===== src/sv/hmi_pkg.sv =====
// Shared constants for the joint-histogram mutual information block.
package hmi_pkg;

    localparam int BINS_DEF        = 50;
    localparam int COUNT_BITS_DEF  = 24;
    localparam int SAMPLE_BITS_DEF = 16;

    localparam int              MAXV_BITS  = 16;
    localparam logic [15:0]     MAXV_RESET = 16'hFFFF;

    localparam int              FRAC_BITS  = 28;     // log2 fraction bits
    localparam int              RATIO_BITS = 32;     // c/N quotient bits
    localparam logic [23:0]     LN2_Q24    = 24'd11629080;
    localparam int              ACC_BITS   = 64;

    localparam int MI_BITS = 32;
    localparam int SC_BITS = 24;

endpackage


===== src/sv/hmi_log2.sv =====
// Iterative log2 unit: leading-one search, then 28 squaring steps, Q.28 result.
module hmi_log2 #(
    parameter int COUNT_BITS = hmi_pkg::COUNT_BITS_DEF
) (
    input  logic                      clk,
    input  logic                      rst_n,
    input  logic                      start,
    input  logic [COUNT_BITS-1:0]     arg,
    output logic                      busy,
    output logic [$clog2(COUNT_BITS)+hmi_pkg::FRAC_BITS-1:0] result
);

    localparam int EW = $clog2(COUNT_BITS);
    localparam int FB = hmi_pkg::FRAC_BITS;
    localparam int LW = EW + FB;
    localparam int CW = $clog2(FB);

    localparam logic [1:0] PH_IDLE = 2'd0;
    localparam logic [1:0] PH_NORM = 2'd1;
    localparam logic [1:0] PH_SQ   = 2'd2;

    logic [1:0]              phase_reg;
    logic [COUNT_BITS-1:0]   w_reg;
    logic [EW-1:0]           e_reg;
    logic [30:0]             m_reg;
    logic [FB-1:0]           frac_reg;
    logic [CW-1:0]           cnt_reg;
    logic [LW-1:0]           res_reg;

    logic [COUNT_BITS+30:0]  wide;
    logic [30:0]             m_init;
    logic [61:0]             sq;
    logic [31:0]             mn;
    logic                    fbit;
    logic [30:0]             m_nxt;

    assign wide   = {w_reg, 31'b0};
    assign m_init = wide[COUNT_BITS+30:COUNT_BITS];
    assign sq     = 62'(m_reg) * 62'(m_reg);
    assign mn     = sq[61:30];
    assign fbit   = mn[31];
    assign m_nxt  = fbit ? mn[31:1] : mn[30:0];
    assign busy   = phase_reg != PH_IDLE;
    assign result = res_reg;

    always_ff @(posedge clk or negedge rst_n)
    begin
        if (!rst_n)
        begin
            phase_reg <= PH_IDLE;
            w_reg     <= '0;
            e_reg     <= '0;
            m_reg     <= '0;
            frac_reg  <= '0;
            cnt_reg   <= '0;
            res_reg   <= '0;
        end
        else
        begin
            case (phase_reg)
                PH_IDLE:
                begin
                    if (start)
                    begin
                        if (arg == '0)
                        begin
                            res_reg <= '0;
                        end
                        else
                        begin
                            w_reg     <= arg;
                            e_reg     <= EW'(COUNT_BITS - 1);
                            phase_reg <= PH_NORM;
                        end
                    end
                end
                PH_NORM:
                begin
                    if (w_reg[COUNT_BITS-1])
                    begin
                        m_reg     <= m_init;
                        frac_reg  <= '0;
                        cnt_reg   <= '0;
                        phase_reg <= PH_SQ;
                    end
                    else
                    begin
                        w_reg <= w_reg << 1;
                        e_reg <= e_reg - 1'b1;
                    end
                end
                PH_SQ:
                begin
                    m_reg    <= m_nxt;
                    frac_reg <= {frac_reg[FB-2:0], fbit};
                    cnt_reg  <= cnt_reg + 1'b1;
                    if (cnt_reg == CW'(FB - 1))
                    begin
                        res_reg   <= {e_reg, frac_reg[FB-2:0], fbit};
                        phase_reg <= PH_IDLE;
                    end
                end
                default:
                begin
                    phase_reg <= PH_IDLE;
                end
            endcase
        end
    end

endmodule


===== config.mk =====
export PLATFORM = sky130hd
export DESIGN_NAME = hmi_log2
export DESIGN_NICKNAME = d
export VERILOG_FILES = /design/src/sv/hmi_pkg.sv /design/src/sv/hmi_log2.sv
export SDC_FILE = /design/constraint.sdc
export NUM_CORES = 2
export LEC_CHECK = 0
export BUFFER_PORTS_ARGS = -buffer_cell sky130_fd_sc_hd__buf_2
export CELL_PAD_IN_SITES_DETAIL_PLACEMENT = 1
export CELL_PAD_IN_SITES_GLOBAL_PLACEMENT = 1
export CORE_MARGIN = 2
export CORE_UTILIZATION = 53
export CTS_BUF_LIST = sky130_fd_sc_hd__clkbuf_2
export DETAILED_ROUTE_END_ITERATION = 7
export PLACE_DENSITY_LB_ADDON = 0.12
export SLEW_MARGIN = 10
export SYNTH_ARGS = -nofsm -noshare
export SYNTH_HDL_FRONTEND = slang
export SYNTH_SLANG_ARGS = --single-unit

===== constraint.sdc =====
create_clock -name clk -period 8.6 [get_ports clk]
set_input_delay 1.29 -clock clk [delete_from_list [all_inputs] [get_ports clk]]
set_output_delay 1.29 -clock clk [all_outputs]
set_load 0.05 [all_outputs]

=== Word level (Yosys, flattened, before mapping) ===
Index checks and enable logic that the tools add are counted.

* Add/sub/neg operators: 2
* Multipliers: 1
* Eq/ne operators: 9
* Multiplexer cells: 24
* Reduce and logical (&&, ||, !) cells: 11

{| class="wikitable"
|+ Operators with widths
! cell !! number
|-
| $mux 33 || 3
|-
| $mux 24 || 3
|-
| $pmux 33 s2 || 1
|-
| $mul 31x31->62 || 1
|-
| $mux 31 || 2
|-
| $pmux 31 s2 || 1
|-
| $pmux 27 s2 || 1
|-
| $pmux 24 s2 || 1
|-
| $mux 27 || 1
|-
| $logic_not 24->1 || 1
|-
| $mux 5 || 4
|-
| $pmux 5 s2 || 2
|-
| $ne 2x2->1 const B || 6
|-
| $reduce_and 4->1 || 3
|-
| $mux 2 || 4
|-
| $reduce_bool 2->1 || 4
|-
| $pmux 2 s3 || 1
|-
| $add 5x1->5 const B || 1
|-
| $eq 5x5->1 const B || 1
|-
| $sub 5x1->5 const B || 1
|-
| $reduce_and 3->1 || 1
|-
| $eq 2x1->1 const B || 1
|-
| $eq 2x2->1 const B || 1
|-
| $logic_not 2->1 || 1
|-
| $reduce_and 2->1 || 1
|}

* Register bits after elaboration: 127
* Bits of input ports: 27
* Output and inout bits: 34
* Logic and storage cells: 55

=== Logic depth before layout (Yosys ltp) ===
* Depth in word-level cells: 4
* Depth in mapped cells: 31
* Depth with buffers taken out: 27

=== Worst setup path before layout ===
No wires, ideal clock.

* Path kind: flip-flop to flip-flop
* Start point: reg m_reg[18]
* End point: reg m_reg[25]
* Library setup time: 126 ps
* Data arrival time: 7450 ps
* Setup slack: 1024 ps
* Cell stages (with the launch flop): 29
* Buffers on the path: 4
* Period minus slack after synthesis: 7576 ps
* Path through: dfrtp_1 clkbuf_1 clkbuf_1 nand2_1 fa_1 inv_1 fa_1 inv_1 fa_1 fa_1 inv_1 fa_1 fa_1 fa_1 inv_1 fa_1 inv_1 ha_1 clkbuf_2 nand2_1 nor2_1 a211oi_1 o31a_1 nand2b_1 and4_4 or3_1 buf_6 and3_1 a311o_1

* Cells in the longest elaborated chain, start to end: 3

{| class="wikitable"
|+ RTL lines
! item !! RTL line !! source
|-
| start, declared || hmi_log2.sv:25 || <nowiki>logic [30:0] m_reg;</nowiki>
|-
| start signal, assigned || hmi_log2.sv:81 || <nowiki>m_reg <= m_init;</nowiki>
|-
| start signal, assigned || hmi_log2.sv:94 || <nowiki>m_reg <= m_nxt;</nowiki>
|-
| $mul 31x31->62 || hmi_log2.sv:39 || <nowiki>assign sq = 62'(m_reg) * 62'(m_reg);</nowiki>
|-
| $mux 31 || hmi_log2.sv:42 || <nowiki>assign m_nxt = fbit ? mn[31:1] : mn[30:0];</nowiki>
|-
| $pmux 31 s2 || hmi_log2.sv:60 || <nowiki>case (phase_reg)</nowiki>
|}

No other way between the ends.
A chain may end at the register's enable or synchronous reset.

=== Final worst setup path ===
* Start point: reg m_reg[28]
* End point: reg m_reg[25]

Same word-level chain as after synthesis.

==> impl_metrics.env <==
export IMPL_rsz0062_at_grt="no"
export IMPL_routed_wl_um=97800
export IMPL_area_growth_pct=5.94
export IMPL_drv_slew=0
export IMPL_skew_ns=0.0659
export IMPL_clockBufferDepth=2
export IMPL_die_area_sq_um=63100
export IMPL_synth_edf_count=0
export IMPL_grt_pass1_wl_um=159000
export IMPL_initial_core_util_pct=53.7
export IMPL_die_w_um=251
export IMPL_drive_above_1_share_pct=6.96
export IMPL_grt_max_degree=68
export IMPL_critPathLaunchType="flip-flop"
export IMPL_clockRootBuffer="clkbuf_2"
export IMPL_cp_max_fo=29
export IMPL_cts_tree="done"
export IMPL_critPathMostFrequentCell="fa_1"
export IMPL_max_slew_margin_rel_pct=21.8
export IMPL_ys_seq_area_share_pct=9.81
export IMPL_period_share_pct=97.7
export IMPL_hold_viol_final=0
export IMPL_crit_type="reg2reg"
export IMPL_ant_nets=0
export IMPL_crit_chain="inv_1, buf_4, nor2_1, fa_1, fa_1, inv_1, fa_1, fa_1, fa_1, fa_1, inv_1, ha_1, ha_1, ha_1, nand2_1, nor4_2, and3_1, o211ai_1, and4_4, or3_1, buf_12, and3_1, a311o_1"
export IMPL_grt_overflow_total=0
export IMPL_coreArea_sq_um=60400
export IMPL_place_hpwl_um=82200
export IMPL_drt_iter0_drc=1164
export IMPL_synth_nets=4487
export IMPL_cts_buffers=17
export IMPL_hold_slack_ns=0.526
export IMPL_numPortBuffers=60
export IMPL_final_common_cell="inv_1"
export IMPL_pre_cts_slack_ns=-0.0959
export IMPL_row_count=90
export IMPL_drc=0
export IMPL_largest_register_ffs=33
export IMPL_ios=61
export IMPL_synth_async_reset_ratio_pct=100
export IMPL_synth_flop_cell="dfrtp_1"
export IMPL_htreeDepth=4
export IMPL_crit_path_end_kind="flip-flop"
export IMPL_synth_avg_cell_area_sq_um=9.41
export IMPL_synth_warnings=0
export IMPL_first_global_vias=28900
export IMPL_ctsHoldBuffers=0
export IMPL_final_util_pct=56.9
export IMPL_wl_per_cell_um=22.9
export IMPL_maxCapViolations=0
export IMPL_critPathMaxStageDelay_ns=0.89
export IMPL_max_freq_mhz=119
export IMPL_worstMarginPinSlew_ns=1.17
export IMPL_ys_types=67
export IMPL_reg2reg_slack_ns=0.20
export IMPL_cp_required_ns=9.26
export IMPL_antenna_found_initial=3
export IMPL_dieHeight_um=251
export IMPL_insertion_delay_ns=0.77
export IMPL_clkTransAtPathRegs_ns=0.30
export IMPL_final_cell_mix="933 x inv_1, 747 x fa_1, 376 x nand2_1"
export IMPL_hp_class="in2async"
export IMPL_nets=4524
export IMPL_outcome="complete, no violations"
export IMPL_place_congestion=0.898
export IMPL_vias_per_cell=5.60
export IMPL_crit_path_top_delay_cell="dfrtp_1"
export IMPL_firstDrtPassIters=5
export IMPL_syn_inst=3443
export IMPL_fin_ws_ns=0.201
export IMPL_setup_viol=0
export IMPL_num_fill_cells=6920
export IMPL_fin_setup_tns_ns=0
export IMPL_synthesis_area_sq_um=32400
export IMPL_grt_usage_pct=32.8
export IMPL_numClockSinks=127
export IMPL_worstPathArrival_ns=9.06
export IMPL_vias=24000
export IMPL_ys_ff_latch=127
export IMPL_period_minus_slack_ns=8.40
## path summary, 6_finish.rpt
path | start | cells past startpoint | endpoint
min in group clk | frac_reg[24]$_DFFE_PN0P_ | 1 | result[25]$_DFFE_PN0P_
setup reg to reg | m_reg[28]$_DFFE_PN0P_ | 23 | m_reg[25]$_DFFE_PN0P_
hold reg to reg | frac_reg[24]$_DFFE_PN0P_ | 1 | result[25]$_DFFE_PN0P_
setup / recovery | m_reg[28]$_DFFE_PN0P_ | 23 | m_reg[25]$_DFFE_PN0P_
max in group asynchronous | rst_n | 2 | m_reg[18]$_DFFE_PN0P_
hold / removal | rst_n | 1 | result[15]$_DFFE_PN0P_
## cell type report
class                           count  area, sq um  share of cell area (%)
Timing Repair Buffer              165         1170                    3.42
Clock inverter                     15          164                   0.477
Clock buffer                       17         85.1                   0.248
Sequential cell                   127         3210                    9.34
Multi-Input combinational cell   2234        25200                    73.4
Antenna cell                        2         5.00                  0.0146
Inverter                          935         3510                    10.2
Tap cell                          782          978                    2.85
## worst max-delay path: cells and delay by family, from the launching register on
family	cells	cell delay, ns
simple gates	7	2.16
compound gates	2	0.55
fa+ha+maj	9	4.06
buf+inv	5	0.65
flops	1	0.89
## metrics by stage
stage	cell area (sq um)	cells
floorplan	32400	3443
global placement	34000	4241
detailed placement	34000	4241
CTS	34200	4273
global route	34300	4277
finish	34300	4277
## cell usage after synthesis (8+ instances only)
cell type	n	share of area (%)
a21o_1	18	0.42
a21oi_1	97	1.5
a222oi_1	15	0.46
a22o_1	33	0.89
a22oi_1	15	0.35
and2_1	191	3.7
and3_1	10	0.19
buf_2	14	0.22
clkbuf_1	129	1.5
dfrtp_1	127	9.8
fa_1	747	46
ha_1	270	10
inv_1	934	11
mux2i_1	23	0.71
nand2_1	376	4.4
nand3_1	25	0.39
nand4_1	21	0.41
nor2_1	81	0.94
nor2b_1	13	0.25
nor3_1	11	0.17
nor4_1	12	0.23
o21a_1	9	0.21
o21ai_0	85	1.3
o21ai_1	8	0.12
o21bai_1	15	0.35
o22ai_1	12	0.23
xnor2_1	38	1.0
xor2_1	25	0.68
## cell families after synthesis
family                   share of synthesized area [%]
XOR/XNOR                                          1.70
buffers and inverters                             12.6
AND/OR/NAND/NOR                                   11.2
AO/OA/AOI/OAI                                     7.27
flip-flops                                        9.81
multiplexers                                     0.815
adder cells (fa/ha/maj)                           56.6
## per-layer routing
layer | vias up | part of all wire (%) | GRT usage (%)
met1 | 12800 | 40 | 40.0
met4 | 0 | 4.0 | 12.6
met5 | - | 0 | 0
met3 | 204 | 3.6 | 3.38
li1 | 10400 | - | -
met2 | 580 | 52 | 59.8
## what timing repair did
item,in CTS,in global routing
pin swaps,0,1
buffers inserted,0,2
gates resized for setup,4,27
setup endpoints to repair,6,28
Power is left out: the tool's default activity adds up to more than one toggle a clock period on the data nets, which glitch-free logic cannot reach.
