File: config.mk
export PLATFORM = sky130hd
export DESIGN_NAME = hmi_quant
export DESIGN_NICKNAME = d
export VERILOG_FILES = /design/src/sv/hmi_pkg.sv /design/src/sv/hmi_quant.sv
export SDC_FILE = /design/constraint.sdc
export NUM_CORES = 1
export LEC_CHECK = 0
export BUFFER_PORTS_ARGS = -buffer_cell sky130_fd_sc_hd__buf_4
export CORE_ASPECT_RATIO = 1.5
export CORE_UTILIZATION = 47
export DETAILED_ROUTE_END_ITERATION = 16
export PLACE_DENSITY_LB_ADDON = 0.08
export SYNTH_ARGS = -nofsm -noshare
export SYNTH_HDL_FRONTEND = slang
export SYNTH_SLANG_ARGS = --single-unit
File: constraint.sdc
create_clock -name clk -period 7.99 [get_ports clk]
set_input_delay 0 -clock clk [delete_from_list [all_inputs] [get_ports clk]]
set_output_delay 0 -clock clk [all_outputs]
set_load 0.02 [all_outputs]
File: src/sv/hmi_pkg.sv
// Shared constants for the joint-histogram mutual information block.
package hmi_pkg;

    localparam int BINS_DEF        = 50;
    localparam int COUNT_BITS_DEF  = 24;
    localparam int SAMPLE_BITS_DEF = 16;

    localparam int              MAXV_BITS  = 16;
    localparam logic [15:0]     MAXV_RESET = 16'hFFFF;

    localparam int              FRAC_BITS  = 28;     // log2 fraction bits
    localparam int              RATIO_BITS = 32;     // c/N quotient bits
    localparam logic [23:0]     LN2_Q24    = 24'd11629080;
    localparam int              ACC_BITS   = 64;

    localparam int MI_BITS = 32;
    localparam int SC_BITS = 24;

endpackage

File: src/sv/hmi_quant.sv
// Sample to bin quantizer: restoring division, one quotient bit per cycle.
module hmi_quant #(
    parameter int BINS        = hmi_pkg::BINS_DEF,
    parameter int SAMPLE_BITS = hmi_pkg::SAMPLE_BITS_DEF
) (
    input  logic                        clk,
    input  logic                        rst_n,
    input  logic                        start,
    input  logic [SAMPLE_BITS-1:0]      sample,
    input  logic [hmi_pkg::MAXV_BITS-1:0] top,
    output logic                        busy,
    output logic [$clog2(BINS)-1:0]     bin
);

    localparam int QB = $clog2(BINS);
    localparam int NW = SAMPLE_BITS + QB + 18;
    localparam int CW = $clog2(QB + 1);

    logic [NW-1:0] num_reg, num_next;
    logic [NW-1:0] den_reg;
    logic [QB-1:0] q_reg;
    logic [CW-1:0] cnt_reg;
    logic          sat_reg;
    logic          busy_reg;
    logic          ge;

    assign ge       = num_reg >= den_reg;
    assign num_next = ge ? num_reg - den_reg : num_reg;
    assign busy     = busy_reg;
    assign bin      = sat_reg ? QB'(BINS - 1) : q_reg;

    always_ff @(posedge clk or negedge rst_n)
    begin
        if (!rst_n)
        begin
            busy_reg <= 1'b0;
            num_reg  <= '0;
            den_reg  <= '0;
            q_reg    <= '0;
            cnt_reg  <= '0;
            sat_reg  <= 1'b0;
        end
        else if (start)
        begin
            // numerator 2*v*(BINS-1)+top, divisor 2*top aligned to the top quotient bit
            num_reg  <= NW'(sample) * NW'(2 * (BINS - 1)) + NW'(top);
            den_reg  <= NW'(top) << QB;
            q_reg    <= '0;
            cnt_reg  <= CW'(QB);
            sat_reg  <= {{(hmi_pkg::MAXV_BITS + 1){1'b0}}, sample} >= {{(SAMPLE_BITS + 1){1'b0}}, top};
            busy_reg <= 1'b1;
        end
        else if (busy_reg)
        begin
            num_reg <= num_next;
            den_reg <= den_reg >> 1;
            q_reg   <= QB'({q_reg, ge});
            cnt_reg <= cnt_reg - 1'b1;
            if (cnt_reg == CW'(1))
            begin
                busy_reg <= 1'b0;
            end
        end
    end

endmodule

# == Word level (Yosys, flattened, before mapping) ==
# Index checks and enable logic that the tools add are counted.
# totals
inputBits,35
word_cells,29
out_inout_bits,7
register_bits,91
# classes
multipliers,1
muxes,13
addsub,3
reduce_logical,3
magnitude_cmp,2
eq_ne,1
# ops
cell,count
two-way mux 40 bit,5
greater-or-equal comparator 40 bit,1
subtractor 40 bit,1
adder 23 x 16 -> 24 bit,1
multiplier 16 x 6 -> 22 bit (second input constant),1
two-way mux 6 bit,3
greater-or-equal comparator 16 bit,1
two-way mux 3 bit,2
nonzero test 2 bit,2
== test 3 x 1 -> 1 bit (second input constant),1
two-way mux 1 bit,3
subtractor 3 x 1 -> 3 bit (second input constant),1
AND reduction 2 bit,1

# == Longest topological paths before layout ==
# depth
depth_word,4
ltp_mapped,19
depth_no_buf,19

# == Least setup slack after synthesis ==
# Ideal clock, no wire load.
# synth_timing
kind,in2reg
start,input port sample[1]
end,register num_reg[21]
n_path_buf,0
path_stages,19
slack_ns,4.144
required_ns,7.862
setup_ns,0.128
arrival_ns,3.718
path_cell_list,ha_1 > fa_1 > ha_1 > ha_1 > inv_1 > fa_1 > nor2b_1 > o21a_1 > nor2_1 > xnor2_1 > ha_1 > o21ai_0 > nor3_1 > nor2_1 > o22ai_1 > o22ai_1 > nor4b_1 > and4_1 > nor3_1
# synth_between
elab_chain_cells,3
# synth_rtl
item,line,rtl
from (decl),hmi_quant.sv:9,"input logic [SAMPLE_BITS-1:0] sample,"
multiplier 16 x 6 -> 22 bit,hmi_quant.sv:46,num_reg <= NW'(sample) * NW'(2 * (BINS - 1)) + NW'(top);
adder 23 x 16 -> 24 bit,hmi_quant.sv:46,
two-way mux 40 bit,hmi_quant.sv:43,else if (start)
to (signal assigned),hmi_quant.sv:46,
to (signal assigned),hmi_quant.sv:55,num_reg <= num_next;
to (decl),hmi_quant.sv:19,"logic [NW-1:0] num_reg, num_next;"
# No other way between the ends.
# A chain may end at the register's enable or synchronous reset.

# == Final worst setup path ==
# layout_timing
start,input port sample[1]
end,register num_reg[19]
# Same word-level chain as after synthesis.

==> flow_metrics.py <==
metrics = {
    "worst_setup_path": {
        "r2r_end": "num_reg[34]$_DFFE_PN0P_",
        "r2r_cells": 11,
        "critPathLaunchType": "primary input",
        "critPathLaunch": "sample[1]",
        "crit_family": "adder cells",
        "rrSetupSlack_ns": 4.42,
        "cp_max_fo": 6,
        "r2r-start": "num_reg[0]$_DFFE_PN0P_",
        "critPathMostFrequentCell": "ha_1",
        "cp_slowest_cell": "nor4b_1",
        "crit_required_ns": 8.17,
        "crit_path_end_kind": "flip-flop",
        "crit_buf_inv": 2,
        "slowest_delay_ns": 0.62,
        "path_class": "primary input to flip-flop",
        "cp_cell_sequence": "buf_4, ha_1, fa_1, ha_1, ha_1, inv_1, fa_1, nor2b_1, o21a_1, nor2_1, xnor2_1, ha_1, o21ai_0, nor3_1, nor2_1, o22ai_1, o22ai_1, nor4b_1, xor2_1, a21oi_2",
        "arrival_ns": 4.39,
    },
    "power_and_ir_drop": {
        "powerDensity_nw_per_um2": 336,
        "power_frac_seq": 0.202,
        "p_switching_mw": 1.27,
        "power.internal_mw": 1.55,
        "leakagePower_nw": 4.13,
        "swShare": 0.450,
        "combinationalPowerShare": 0.641,
        "peakVddDrop_uv": 164,
        "pwr-share-clk": 0.157,
    },
    "job": {
        "drv_cap": 0,
    },
    "detailed_routing": {
        "wirelength_mm": 18.2,
        "drcViolationCount": 0,
        "wl_per_cell_um": 16.5,
        "drtIter0Drc": 196,
        "firstDrtPassIters": 4,
        "ant_nets": 0,
        "route.vias.total": 6350,
        "via_per_inst": 5.75,
    },
    "layout": {
        "finalNonFillerCells": 1105,
        "multi_input_area_um2": 5210,
        "drive_gt1_frac": 0.0942,
        "layout.nets": 1054,
        "largest_reg_flops": 40,
        "ff_latch_area_um2": 1830,
        "n_antenna_cell": 0,
        "filler_cell_count": 1491,
        "area.growth.synth_to_final_pct": 12.8,
    },
    "floorplan": {
        "die_area_um2": 16300,
        "die_w_um": 105,
        "ios": 42,
        "rows": 56,
        "fp.coreArea_um2": 15600,
        "initial_core_util": 0.478,
        "die_y_um": 156,
    },
    "synthesis": {
        "ys.warnings.count": 0,
        "avgSynthCellArea_um2": 8.72,
        "syn-cell-area_um2": 7440,
        "synth-main-ff-cell": "dfrtp_1",
        "synth_top_area_cell": "dfrtp_1",
        "yosysUniqueCellTypes": 71,
        "synth_seq_cells": 73,
        "yosysSeqAreaShare": 0.246,
        "synth_top_area_frac": 0.246,
        "synthArstFlopShare": 1.00,
        "synth_nets": 1010,
        "synth_area_leaders": "dfrtp_1 25%, ha_1 18%, mux2i_1 5.5%, o21ai_0 4.6%, a21oi_1 3.8%",
        "syn_inst": 853,
        "synth_edf_count": 0,
    },
    "min_path": {
        "worstHoldPathCells": 4,
        "hold_start": "sample[11]",
        "hold_path_end": "sat_reg$_DFFE_PN0P_",
        "holdCritPathClass": "primary input to flip-flop",
    },
    "placed_design": {
        "port_buffers": 41,
        "gp_congestion": 0.915,
        "dpl.hpwl_mm": 14.2,
        "dp.cells": 1071,
    },
    "global_route": {
        "grt_usage": 0.235,
        "grt_overflow": 0,
        "grt_pass1_wl_mm": 30.8,
        "grt_max_degree": 90,
        "antenna_found_initial": 0,
        "grt_pass1_vias": 6629,
    },
    "outcome": {
        "status": "completed",
    },
    "sta": {
        "slew_headroom": 0.354,
        "tns_ns": 0,
        "drv_slew": 0,
        "skew_ns": 0.00849,
        "min_period_over_period": 0.526,
        "setup_viol_count_final": 0,
        "fmax_ghz": 0.238,
        "tightest_slew_ns": 0.969,
        "period_minus_slack_ns": 4.20,
        "hold_viol": 0,
        "rsz0062_at_grt": "false",
    },
    "clock_network": {
        "cts.repair.resized": 0,
        "cts_inserted_buffers": 9,
        "holdBufCountCts": 18,
        "cts-root-buf": "clkbuf_16",
        "clockBufferDepth": 2,
        "clock_latency_ns": 0.34,
        "htreeDepth": 3,
        "clk_pin_slew_ns": 0.06,
        "numClockSinks": 73,
        "post_cts_buffers": 0,
        "cts_tree": "done",
    },
}
==> cell usage after synthesis (4+ instances only) <==
library cell,instances
nor4_1,6
xnor2_1,25
xor2_1,16
a211oi_1,14
or3_1,19
o21a_1,11
o2111ai_1,5
a31oi_1,8
o211ai_1,4
a21o_1,26
nand3_1,12
dfrtp_1,73
nand4_1,7
nand2b_1,10
o21ai_0,69
and2_1,9
clkbuf_1,20
a311oi_1,4
o31ai_1,8
nor3_1,11
fa_1,13
nor3b_1,4
buf_6,4
ha_1,109
a21oi_1,56
or2_2,7
nor2b_1,9
nand2_1,59
or4_1,6
mux2i_1,41
nor2_1,53
inv_1,68
and3_1,5
==> power by group through the flow <==
| stage | logic (mW) | clock network, mW | registers [mW] |
|---|---|---|---|
| floorplan | 1.44 | 0 | 0.543 |
| global placement | 1.74 | 0 | 0.568 |
| detailed placement | 1.79 | 0 | 0.574 |
| CTS | 1.81 | 0.453 | 0.569 |
| global route | 2.02 | 0.465 | 0.587 |
| finish | 1.81 | 0.443 | 0.569 |
==> worst register-to-register path, stage by stage, from the launching register on <==
cell,delay [ns]
dfrtp_1,0.35
inv_1,0.05
ha_1,0.22
fa_1,0.42
nor2b_1,0.19
o2111ai_1,0.15
a31oi_1,0.38
o21ai_0,0.29
a21oi_2,0.38
nand4b_2,0.36
or4_1,0.56
a21oi_1,0.15
==> per-layer routing <==
layer,part of all wire,up-vias,global-route usage,wire [um]
li1,-,3188,-,-
met1,0.42,3033,0.257,7700
met2,0.54,95,0.460,9810
met3,0.015,34,0.0196,267
met4,0.024,0,0.0926,446
met5,0,-,0,0
==> kinds of logic (layout without fill, tap and decap cells) <==
family / count (synthesis) / in the layout / synth area share
AOI/OAI and AO/OA: 241 / 241 / 0.207
and+or+nand+nor: 235 / 235 / 0.168
adders and majority gates: 122 / 122 / 0.218
buffers and inverters: 97 / 146 / 0.0535
DFF: 73 / 73 / 0.246
muxes: 44 / 44 / 0.0602
xor gates and xnor gates: 41 / 41 / 0.0483
==> through the flow <==
step           power (mW)  instance area [um^2]  hold slack (ns)  utilization  setup slack, ns
3_3_place_gp         2.31                  7880            0.200        0.506             3.62
6_report             2.82                  8390            0.163        0.539             3.79
5_1_grt              3.08                  8390            0.188        0.539             3.45
2_1_floorplan        1.99                  7440           -0.296            -             4.14
4_1_cts              2.83                  8390            0.142        0.539             3.77
3_5_place_dp         2.36                  7880            0.208        0.506             3.42
==> cell usage in the layout, fill, tap and decap left out, types with 4 or more instances in the layout <==
cell type      synthesis  layout
ha_1                 109     109
dfrtp_1               73      72
o21ai_0               69      69
inv_1                 68      68
nand2_1               59      59
a21oi_1               56      56
nor2_1                53      53
buf_4                  1      43
mux2i_1               41      41
a21o_1                26      26
xnor2_1               25      25
or3_1                 19      19
dlygate4sd3_1          0      18
xor2_1                16      16
a211oi_1              14      14
fa_1                  13      13
nand3_1               12      12
o21a_1                11      11
nor3_1                11      11
nand2b_1              10      10
and2_1                 9       9
nor2b_1                9       9
clkbuf_16              0       9
a31oi_1                8       8
o31ai_1                8       8
or2_2                  7       7
nand4_1                7       7
nor4_1                 6       6
or4_1                  6       6
o2111ai_1              5       5
and3_1                 5       5
o211ai_1               4       4
a311oi_1               4       4
nor3b_1                4       4
==> final cells by class <==
| class | instances | share of cell area |
|---|---|---|
| Clock inverter | 5 | 0.00925 |
| Tap cell | 203 | 0.0303 |
| Clock buffer | 11 | 0.0301 |
| Inverter | 69 | 0.0309 |
| Sequential cell | 73 | 0.218 |
| Multi-Input combinational cell | 683 | 0.622 |
| Timing Repair Buffer | 61 | 0.0600 |
==> worst max-delay path by stage <==
stage                                    endpoint  slack [ns]  depth (start not counted)
after global routing      num_reg[21]$_DFFE_PN0P_        3.45                         20
after CTS                 num_reg[19]$_DFFE_PN0P_        3.77                         20
after global placement    num_reg[19]$_DFFE_PN0P_        3.62                         20
after detailed placement  num_reg[19]$_DFFE_PN0P_        3.42                         20
after floorplan           num_reg[21]$_DFFE_PN0P_        4.14                         19
final                     num_reg[19]$_DFFE_PN0P_        3.79                         20
(Power assumes the default switching activity.)
