**src/sv/hmi_pkg.sv**
```systemverilog
// Shared constants for the joint-histogram mutual information block.
package hmi_pkg;

    localparam int BINS_DEF        = 50;
    localparam int COUNT_BITS_DEF  = 24;
    localparam int SAMPLE_BITS_DEF = 16;

    localparam int              MAXV_BITS  = 16;
    localparam logic [15:0]     MAXV_RESET = 16'hFFFF;

    localparam int              FRAC_BITS  = 28;     // log2 fraction bits
    localparam int              RATIO_BITS = 32;     // c/N quotient bits
    localparam logic [23:0]     LN2_Q24    = 24'd11629080;
    localparam int              ACC_BITS   = 64;

    localparam int MI_BITS = 32;
    localparam int SC_BITS = 24;

endpackage

```
**src/sv/hmi_ratio.sv**
```systemverilog
// Restoring divider for c*2^32/N with c <= N, one quotient bit per cycle.
module hmi_ratio #(
    parameter int COUNT_BITS = hmi_pkg::COUNT_BITS_DEF
) (
    input  logic                               clk,
    input  logic                               rst_n,
    input  logic                               start,
    input  logic [COUNT_BITS-1:0]              num,
    input  logic [COUNT_BITS-1:0]              den,
    output logic                               busy,
    output logic [hmi_pkg::RATIO_BITS:0]       ratio
);

    localparam int RB = hmi_pkg::RATIO_BITS;
    localparam int CW = $clog2(RB);

    logic [COUNT_BITS-1:0] r_reg;
    logic [COUNT_BITS-1:0] n_reg;
    logic [RB-1:0]         q_reg;
    logic [CW-1:0]         cnt_reg;
    logic                  busy_reg;
    logic [RB:0]           res_reg;

    logic [COUNT_BITS:0]   r2;
    logic [COUNT_BITS:0]   r2_sub;
    logic                  ge;

    assign r2     = {r_reg, 1'b0};
    assign ge     = r2 >= {1'b0, n_reg};
    assign r2_sub = r2 - {1'b0, n_reg};
    assign busy   = busy_reg;
    assign ratio  = res_reg;

    always_ff @(posedge clk or negedge rst_n)
    begin
        if (!rst_n)
        begin
            busy_reg <= 1'b0;
            r_reg    <= '0;
            n_reg    <= '0;
            q_reg    <= '0;
            cnt_reg  <= '0;
            res_reg  <= '0;
        end
        else if (start)
        begin
            if (den == '0)
            begin
                res_reg <= '0;
            end
            else if (num >= den)
            begin
                res_reg <= {1'b1, {RB{1'b0}}};
            end
            else
            begin
                r_reg    <= num;
                n_reg    <= den;
                q_reg    <= '0;
                cnt_reg  <= '0;
                busy_reg <= 1'b1;
            end
        end
        else if (busy_reg)
        begin
            r_reg   <= ge ? r2_sub[COUNT_BITS-1:0] : r2[COUNT_BITS-1:0];
            q_reg   <= {q_reg[RB-2:0], ge};
            cnt_reg <= cnt_reg + 1'b1;
            if (cnt_reg == CW'(RB - 1))
            begin
                res_reg  <= {1'b0, q_reg[RB-2:0], ge};
                busy_reg <= 1'b0;
            end
        end
    end

endmodule

```
**config.mk**
```make
export PLATFORM = sky130hd
export DESIGN_NAME = hmi_ratio
export DESIGN_NICKNAME = d
export VERILOG_FILES = /design/src/sv/hmi_pkg.sv /design/src/sv/hmi_ratio.sv
export SDC_FILE = /design/constraint.sdc
export NUM_CORES = 1
export LEC_CHECK = 0
export ABC_AREA = 1
export BUFFER_PORTS_ARGS = -buffer_cell sky130_fd_sc_hd__buf_2
export CAP_MARGIN = 0
export CORE_ASPECT_RATIO = 0.5
export CORE_MARGIN = 2
export CORE_UTILIZATION = 50
export DETAILED_ROUTE_END_ITERATION = 16
export PLACE_DENSITY = 0.7
export SLEW_MARGIN = 5
export SYNTH_ARGS = -nofsm -noshare
export SYNTH_HDL_FRONTEND = slang
export SYNTH_SLANG_ARGS = --single-unit
```
**constraint.sdc**
```tcl
create_clock -name clk -period 2.45 [get_ports clk]
set_input_delay 0.49 -clock clk [delete_from_list [all_inputs] [get_ports clk]]
set_output_delay 0.49 -clock clk [all_outputs]
set_load 0.01 [all_outputs]
```
After elaboration in Yosys (flattened, before gate mapping)
Cells that the tools add are included.

$add $sub $neg: 2. Multiply operators: 0. Divide/modulo/power cells: 0. Magnitude comparators: 2. Equal/unequal tests: 4. Shift-type cells: 0. Muxes and demuxes: 23. Bitwise logic cells: 2. Reduce and logical (&&, ||, !) cells: 7.

Operators by type and width (count): 33-bit 2-to-1 mux (5); 31-bit 2-to-1 mux (4); 24-bit 2-to-1 mux (5); 25-bit by 24-bit >= comparator with 1-bit output (1); 24-bit >= comparator (1); 24-bit zero test (1); 24-bit subtractor (1); 5-bit 2-to-1 mux (4); 3-bit AND reduction (3); 5-bit by 1-bit adder with 5-bit output, second input constant (1); 5-bit == test, second input constant (1); 1-bit 2-to-1 mux (5); 2-bit != test, second input constant (2); 2-bit nonzero test (2); 3-bit by 1-bit != test with 1-bit output, second input constant (1); 1-bit NOT (2); 2-bit AND reduction (1).

Bits in registers: 118. Bits in latches: 0. RAM bits: 0. Memory bits (read-only): 0. Input bits: 51. Output and inout bits: 34. Word-level logic and storage cells: 46. Memories: 0.

Depth between registers and ports, before layout
Gate-level depths: netlist (run 1).

Word-level depth: 4. Mapped depth: 16. Depth with buffers taken out: 16.

Worst setup path before layout (run 1)
No wires, ideal clock.

Kind: input to register. From: input den[23]. To: register q_reg[17]. Setup time: 0.133 ns. Arrival time: 1.857 ns. Required time: 2.317 ns. Path slack: 0.460 ns. Stages on the path: 14. Buffers on the path: 2. Cell sequence: inv_1 > ha_1 > nand2_1 > inv_1 > nand3_2 > inv_1 > nand2_1 > nand2_1 > nor2_1 > nand4_2 > buf_4 > buf_4 > nand3_1 > o21ai_0.

Longest elaborated chain between the ends: 3. Elaborated cells on any way between the ends: 5. Classes of those cells: order compare (1); eq/ne (2); reduce/logical (2).

RTL lines: from (decl) (line hmi_ratio.sv:9) `input logic [COUNT_BITS-1:0] den,`; 24-bit >= comparator / 24-bit zero test (equally long branches) (line hmi_ratio.sv:51, hmi_ratio.sv:47); 2-bit != test (no source line); 3-bit AND reduction (no source line) (*); to (signal assigned) (line hmi_ratio.sv:67) `q_reg <= {q_reg[RB-2:0], ge};`; to (decl) (line hmi_ratio.sv:19) `logic [RB-1:0] q_reg;`.

Mark *: on every way between the ends. The rest lies on a longest branch, timed or not. A chain may end at the register's enable or synchronous reset.

Worst setup path after layout (run 1)
From: register r_reg[0]. To: register r_reg[10].

Longest elaborated chain between the ends: 4. Elaborated cells on any way between the ends: 5. Classes of those cells: add/sub (1); order compare (1); mux (3).

RTL lines: from (decl) (line hmi_ratio.sv:17) `logic [COUNT_BITS-1:0] r_reg;`; from (signal assigned) (line hmi_ratio.sv:57) `r_reg <= num;`; from (signal assigned) (line hmi_ratio.sv:66) `r_reg <= ge ? r2_sub[COUNT_BITS-1:0] : r2[COUNT_BITS-1:0];`; 24-bit subtractor / 25-bit by 24-bit >= comparator with 1-bit output (equally long branches) (line hmi_ratio.sv:30, hmi_ratio.sv:29); 24-bit 2-to-1 mux (*) (line hmi_ratio.sv:66); 24-bit 2-to-1 mux (*) (line hmi_ratio.sv:64) `else if (busy_reg)`; 24-bit 2-to-1 mux (*) (line hmi_ratio.sv:45) `else if (start)`.

Mark *: on every way between the ends. The rest lies on a longest branch, timed or not. The select of a mux whose other input is x is not followed.

==> flow_summary.json, run 1 <==
{
  "post-route-cell-area_um2": 9140,
  "wl_per_cell_um": 14.3,
  "cp-end-kind": "flip-flop",
  "via_count": 7496,
  "drive_above_1_share_pct": 13.3,
  "drv_cap": 0,
  "dpl_cell_area_um2": 8530,
  "firstDrtPassIters": 5,
  "worstRegToRegCells": 10,
  "fp.dieH_um": 92.5,
  "seq_area_frac_synth_pct": 37.7,
  "dp_worst_setup_slack_ns": -0.0224,
  "worst_pin_slew_ns": 0.509,
  "cts.hold.buffers_added": 0,
  "final_util_pct": 59.4,
  "dpl.hpwl_um": 15400,
  "layout_setup_ws_ns": 0.164,
  "setup_viol": 0,
  "rows": 32,
  "grt_pass1_wl_um": 35200,
  "relSlewSlack_pct": 66.1,
  "crit_required_ns": 2.75,
  "postRouteAntennaNets": 0,
  "fin_crit_ns": 2.29,
  "h-tree-depth": 4,
  "cts_made_buffers": 17,
  "drt_iter0_markers": 566,
  "cts_tree": "yes",
  "cp.arrival_ns": 2.59,
  "grt.total_usage_pct": 26.4,
  "drc": 0,
  "die-area_um2": 16700,
  "final-max-slew-violation-count": 0,
  "grt_max_degree": 63,
  "largest_reg_flops": 33,
  "clkSinkCount": 118,
  "fmax_mhz": 437,
  "gp_congestion": 0.962,
  "critPathMaxFanout": 20,
  "yosysWarningCount": 0,
  "die_w_um": 181,
  "cp-start-kind": "flip-flop",
  "first_global_vias": 7196,
  "synth_cells": 1141,
  "reg2reg_to": "r_reg[10]$_DFFE_PN0P_",
  "wl_um": 20600,
  "clkLatencyLatePin_ns": 0.42,
  "boundaryPins": 85,
  "finalCritPeriodShare_pct": 93.3,
  "port_buffers": 84,
  "start_util_pct": 50.9,
  "clockBufferDepth": 2,
  "ir_drop_mv": 0.632,
  "status": "completed",
  "vias_per_cell": 5.20,
  "crit_type": "flip-flop to flip-flop",
  "power_density_nw_per_um2": 1100,
  "grt_overflow": 0,
  "synth_cell_types": 30,
  "syn_area_um2": 7830,
  "syn_area_per_cell_um2": 6.86,
  "fillCellCount": 1467,
  "yosys_register_bits": 118,
  "hold_viol": 0,
  "rsz0062_at_grt": "no",
  "reg2reg_slack_ns": 0.16,
  "antenna_cells": 0,
  "rr_startpoint": "r_reg[0]$_DFFE_PN0P_",
  "antenna_found_initial": 0,
  "clk_pin_slew_ns": 0.06,
  "cts_root_buf": "clkbuf_16",
  "synth_fp_nets": 1243,
  "cellLeakagePower_nw": 5.09,
  "finClkSkew_ns": 0.00741,
  "syn_to_final_growth_pct": 16.8,
  "core-area_um2": 15400,
  "fin_nets": 1326,
  "holdCritPathClass": "input pin to asynchronous set/reset pin"
}
==> worst max path at each step <==
stage	from	to	cells past startpoint
floorplan	den[23]	q_reg[17]$_DFFE_PN0P_	14
CTS	n_reg[17]$_DFFE_PN0P_	r_reg[22]$_DFFE_PN0P_	13
global placement	den[15]	ratio[1]$_DFFE_PN0P_	14
finish	r_reg[0]$_DFFE_PN0P_	r_reg[10]$_DFFE_PN0P_	10
detailed placement	den[15]	ratio[2]$_DFFE_PN0P_	14
global route	n_reg[7]$_DFFE_PN0P_	r_reg[22]$_DFFE_PN0P_	13
==> stage by stage <==
stage               cells  setup TNS (ns)  hold WS (ns)  power, mW
floorplan            1141               0         0.194       6.24
global placement     1406               0         0.468       7.54
detailed placement   1406          -0.136         0.473       7.61
CTS                  1438               0        0.0506       9.95
global route         1441               0        0.0786       10.9
finish               1441               0        0.0455       10.1
==> cells in the mapped netlist, drive strengths merged <==
master | n | area share (%)
nand2 | 349 | 17
inv | 182 | 8.7
nand3 | 125 | 8.1
dfrtp | 118 | 38
nor2 | 87 | 4.2
o21ai | 78 | 5.0
a21oi | 50 | 3.2
ha | 50 | 8.0
buf | 32 | 2.4
nand4 | 30 | 2.5
clkbuf | 14 | 0.67
xor2 | 9 | 1.0
or2 | 6 | 0.48
nor3 | 3 | 0.19
and2 | 2 | 0.16
o21a | 2 | 0.19
a21o | 1 | 0.096
fa | 1 | 0.26
nor3b | 1 | 0.096
xnor2 | 1 | 0.11
==> layer usage <==
metal	vias up	wire, um	GRT usage, %
li1	3784	-	-
met1	3460	9900	37.8
met2	218	9110	41.8
met3	34	1270	4.76
met4	0	354	6.78
met5	-	0	0
==> cells by family after synthesis <==
family                     Yosys count  share of synthesized area [%]
AOI/OAI and AO/OA                  131                           8.52
xor gates and xnor gates            10                           1.12
adders and majority gates           51                           8.25
buffers and inverters              228                           11.8
DFF                                118                           37.7
and+or+nand+nor                    603                           32.6
==> power by group <==
part,total [mW],internal (mW),switching [mW]
clock network,2.31,1.35,0.954
registers,2.76,2.40,0.354
logic,4.99,1.82,3.17
total,10.1,5.57,4.48
==> layout make-up <==
| cell class | instances | area (um2) | area share, % |
|---|---|---|---|
| clock buffer | 19 | 453 | 4.96 |
| tap | 204 | 255 | 2.79 |
| timing repair buffer | 110 | 706 | 7.72 |
| inverter | 182 | 683 | 7.48 |
| multi-input combinational | 795 | 3990 | 43.7 |
| sequential | 118 | 2950 | 32.3 |
| clock inverter | 13 | 98.8 | 1.08 |
==> layout by cell type, fill, tap and decap left out, drive strengths merged <==
cell      synthesis  layout
nand2           349     349
inv             182     185
nand3           125     125
dfrtp           118     118
buf              32     110
nor2             87      87
o21ai            78      78
a21oi            50      50
ha               50      50
nand4            30      30
clkbuf           14      19
xor2              9       9
clkinv            0       7
or2               6       6
clkinvlp          0       3
nor3              3       3
and2              2       2
o21a              2       2
a21o              1       1
xnor2             1       1
nor3b             1       1
fa                1       1
==> worst max-delay path, cell delays in order (launching register included) <==
cell     delay (ns)
dfrtp_1        0.41
buf_4          0.15
ha_1           0.33
ha_1           0.24
nor3b_1        0.20
nand3_1        0.17
buf_4          0.26
nand4_1        0.11
nand3_1        0.12
nand2_1        0.11
nand2_1        0.05
==> repair_timing <==
action / 4_1_cts / 5_1_grt
endpoints found under the hold margin: 0 / 0
setup buffers: 0 / 3
setup endpoints to repair: 0 / 25
gates resized for setup: 0 / 7
No activity file was read; power rests on OpenSTA's default activity.
==> run 2: changes to the inputs <==
Settings changed: SETUP_SLACK_MARGIN from default to 0.5.
==> flow_summary.json, run 2 (synthesis gave the netlist of run 1 again) <==
{
  "rr_startpoint": "n_reg[3]$_DFFE_PN0P_",
  "core-area_um2": 15400,
  "fp.dieH_um": 92.5,
  "vias_per_cell": 5.68,
  "status": "completed",
  "hold_viol": 0,
  "met2WireLength_um": 12100,
  "crit_top_cell": "nand2_1",
  "first_global_vias": 8197,
  "dpl.hpwl_um": 15800,
  "fin_crit_ns": 2.21,
  "gp_congestion": 0.974,
  "cp-start-kind": "flip-flop",
  "critPathSlowestCell": "dfrtp_1",
  "cts_made_buffers": 17,
  "port_buffers": 84,
  "wl_um": 26300,
  "clk_pin_slew_ns": 0.06,
  "drc": 0,
  "cellLeakagePower_nw": 5.67,
  "grt_overflow": 0,
  "wl_met3_um": 2140,
  "wl_met1_um": 11000,
  "critPathMaxFanout": 5,
  "syn_to_final_growth_pct": 39.8,
  "cts_root_buf": "clkbuf_16",
  "reg2reg_slack_ns": 0.24,
  "reg2reg_to": "r_reg[23]$_DFFE_PN0P_",
  "grt.total_usage_pct": 30.3,
  "worstRegToRegCells": 14,
  "rows": 32,
  "die_w_um": 181,
  "highest_layer": "met4",
  "clkSinkCount": 118,
  "cp-end-kind": "flip-flop",
  "layout_commonest_cell": "nand2_1",
  "cp.arrival_ns": 2.51,
  "layout_common_cells": "nand2_1 (293), inv_1 (145), dfrtp_1 (117)",
  "die-area_um2": 16700,
  "fmax_mhz": 453,
  "worst_pin_slew_ns": 0.460,
  "cpPeakStageDelay_ns": 0.37,
  "firstDrtPassIters": 8,
  "grt_pass1_wl_um": 40400,
  "drv_cap": 0,
  "antenna_found_initial": 0,
  "path_cells": "inv_2 -> ha_4 -> nand2_1 -> buf_4 -> nor2_1 -> nand3_1 -> nand2_2 -> nand2_1 -> nand3_1 -> nand2_2 -> nand3_4 -> nand2_1 -> nand2_1 -> nand2_1",
  "relSlewSlack_pct": 69.3,
  "via_count": 8613,
  "total_power_mw": 13.0,
  "finalCritPeriodShare_pct": 90.2,
  "h-tree-depth": 4,
  "postRouteAntennaNets": 0,
  "rsz0062_at_grt": "yes",
  "largest_reg_flops": 33,
  "clkLatencyLatePin_ns": 0.42,
  "start_util_pct": 50.9,
  "power_density_nw_per_um2": 1190,
  "crit_buf_inv": 2,
  "drt_iter0_markers": 908,
  "crit_type": "flip-flop to flip-flop",
  "crit_required_ns": 2.75,
  "cts_tree": "yes",
  "clockBufferDepth": 2,
  "boundaryPins": 85,
  "fin_nets": 1401,
  "final-max-slew-violation-count": 0,
  "grt_max_degree": 59,
  "ir_drop_mv": 0.595,
  "critPathTopFamily": "simple AND/OR/NAND/NOR gates",
  "dp_worst_setup_slack_ns": -0.0942,
  "holdCritPathClass": "input pin to asynchronous set/reset pin",
  "drive_above_1_share_pct": 31.0,
  "finClkSkew_ns": 0.00900,
  "wl_per_cell_um": 17.4,
  "setup_viol": 0,
  "layout_setup_ws_ns": 0.241
}
## run 2: changes by cell type in the layout (fill, tap and decap cells not counted), moves of 12 or more
cell,delta
ha_1,-37
buf_4,+57
nor2_1,-15
nand3_1,-17
nand2_1,-53
inv_2,+32
nand3_2,+12
ha_4,+38
buf_6,+18
nand2_2,+41
inv_1,-34
## run 2: worst max-delay path by stage
stage / start / end / slack (ns) / depth (start not counted)
floorplan: den[15] / ratio[0]$_DFFE_PN0P_ / 0.47 / 12
global placement: den[15] / ratio[13]$_DFFE_PN0P_ / -0.07 / 14
detailed placement: den[15] / ratio[23]$_DFFE_PN0P_ / -0.09 / 14
CTS: r_reg[11]$_DFFE_PN0P_ / r_reg[18]$_DFFE_PN0P_ / 0.43 / 14
global route: r_reg[20]$_DFFE_PN0P_ / r_reg[19]$_DFFE_PN0P_ / 0.19 / 12
finish: n_reg[3]$_DFFE_PN0P_ / r_reg[23]$_DFFE_PN0P_ / 0.24 / 14
## run 2: power breakdown
group / internal, mW / total (mW) / switching, mW
sequential: 2.40 / 2.83 / 0.431
clock: 1.61 / 2.61 / 1.00
combinational: 3.21 / 7.60 / 4.39
## run 2: cell type report
cell class | instances | area (um2)
antenna | 1 | 2.50
multi-input combinational | 796 | 4960
tap | 204 | 255
inverter | 182 | 688
clock buffer | 18 | 429
timing repair buffer | 184 | 1480
fill | 1149 | 4430
clock inverter | 14 | 176
sequential | 118 | 2950
## run 2: layer usage
metal  GRT usage, %  vias up
li1               -     3938
met1           40.3     4089
met2           49.1      480
met3           5.98      106
met4           12.0        0
met5              0        -
## run 2: through the flow
step | hold WS (ns) | instances | instance area, um2 | utilization (%) | setup TNS (ns)
floorplan | 0.194 | 1141 | 7840 | - | 0
CTS | 0.0304 | 1492 | 10300 | 66.9 | 0
global placement | 0.467 | 1414 | 8600 | 55.9 | -1.63
detailed placement | 0.476 | 1414 | 8600 | 55.9 | -2.10
finish | 0.0180 | 1517 | 10900 | 71.2 | 0
global route | 0.0472 | 1516 | 10900 | 71.2 | 0
## run 2: worst register-to-register path, cell delays in order, from the launching register on
cell	delay, ns
dfrtp_1	0.37
inv_2	0.06
ha_4	0.29
nand2_1	0.11
buf_4	0.16
nor2_1	0.16
nand3_1	0.16
nand2_2	0.18
nand2_1	0.09
nand3_1	0.12
nand2_2	0.08
nand3_4	0.11
nand2_1	0.06
nand2_1	0.07
nand2_1	0.05
## run 2: timing repair
item,in CTS,in global routing
resized for setup,143,103
endpoints found under the setup margin,61,97
pin swaps,44,36
setup buffers,42,22
gates cloned,4,2
hold buffers,0,0
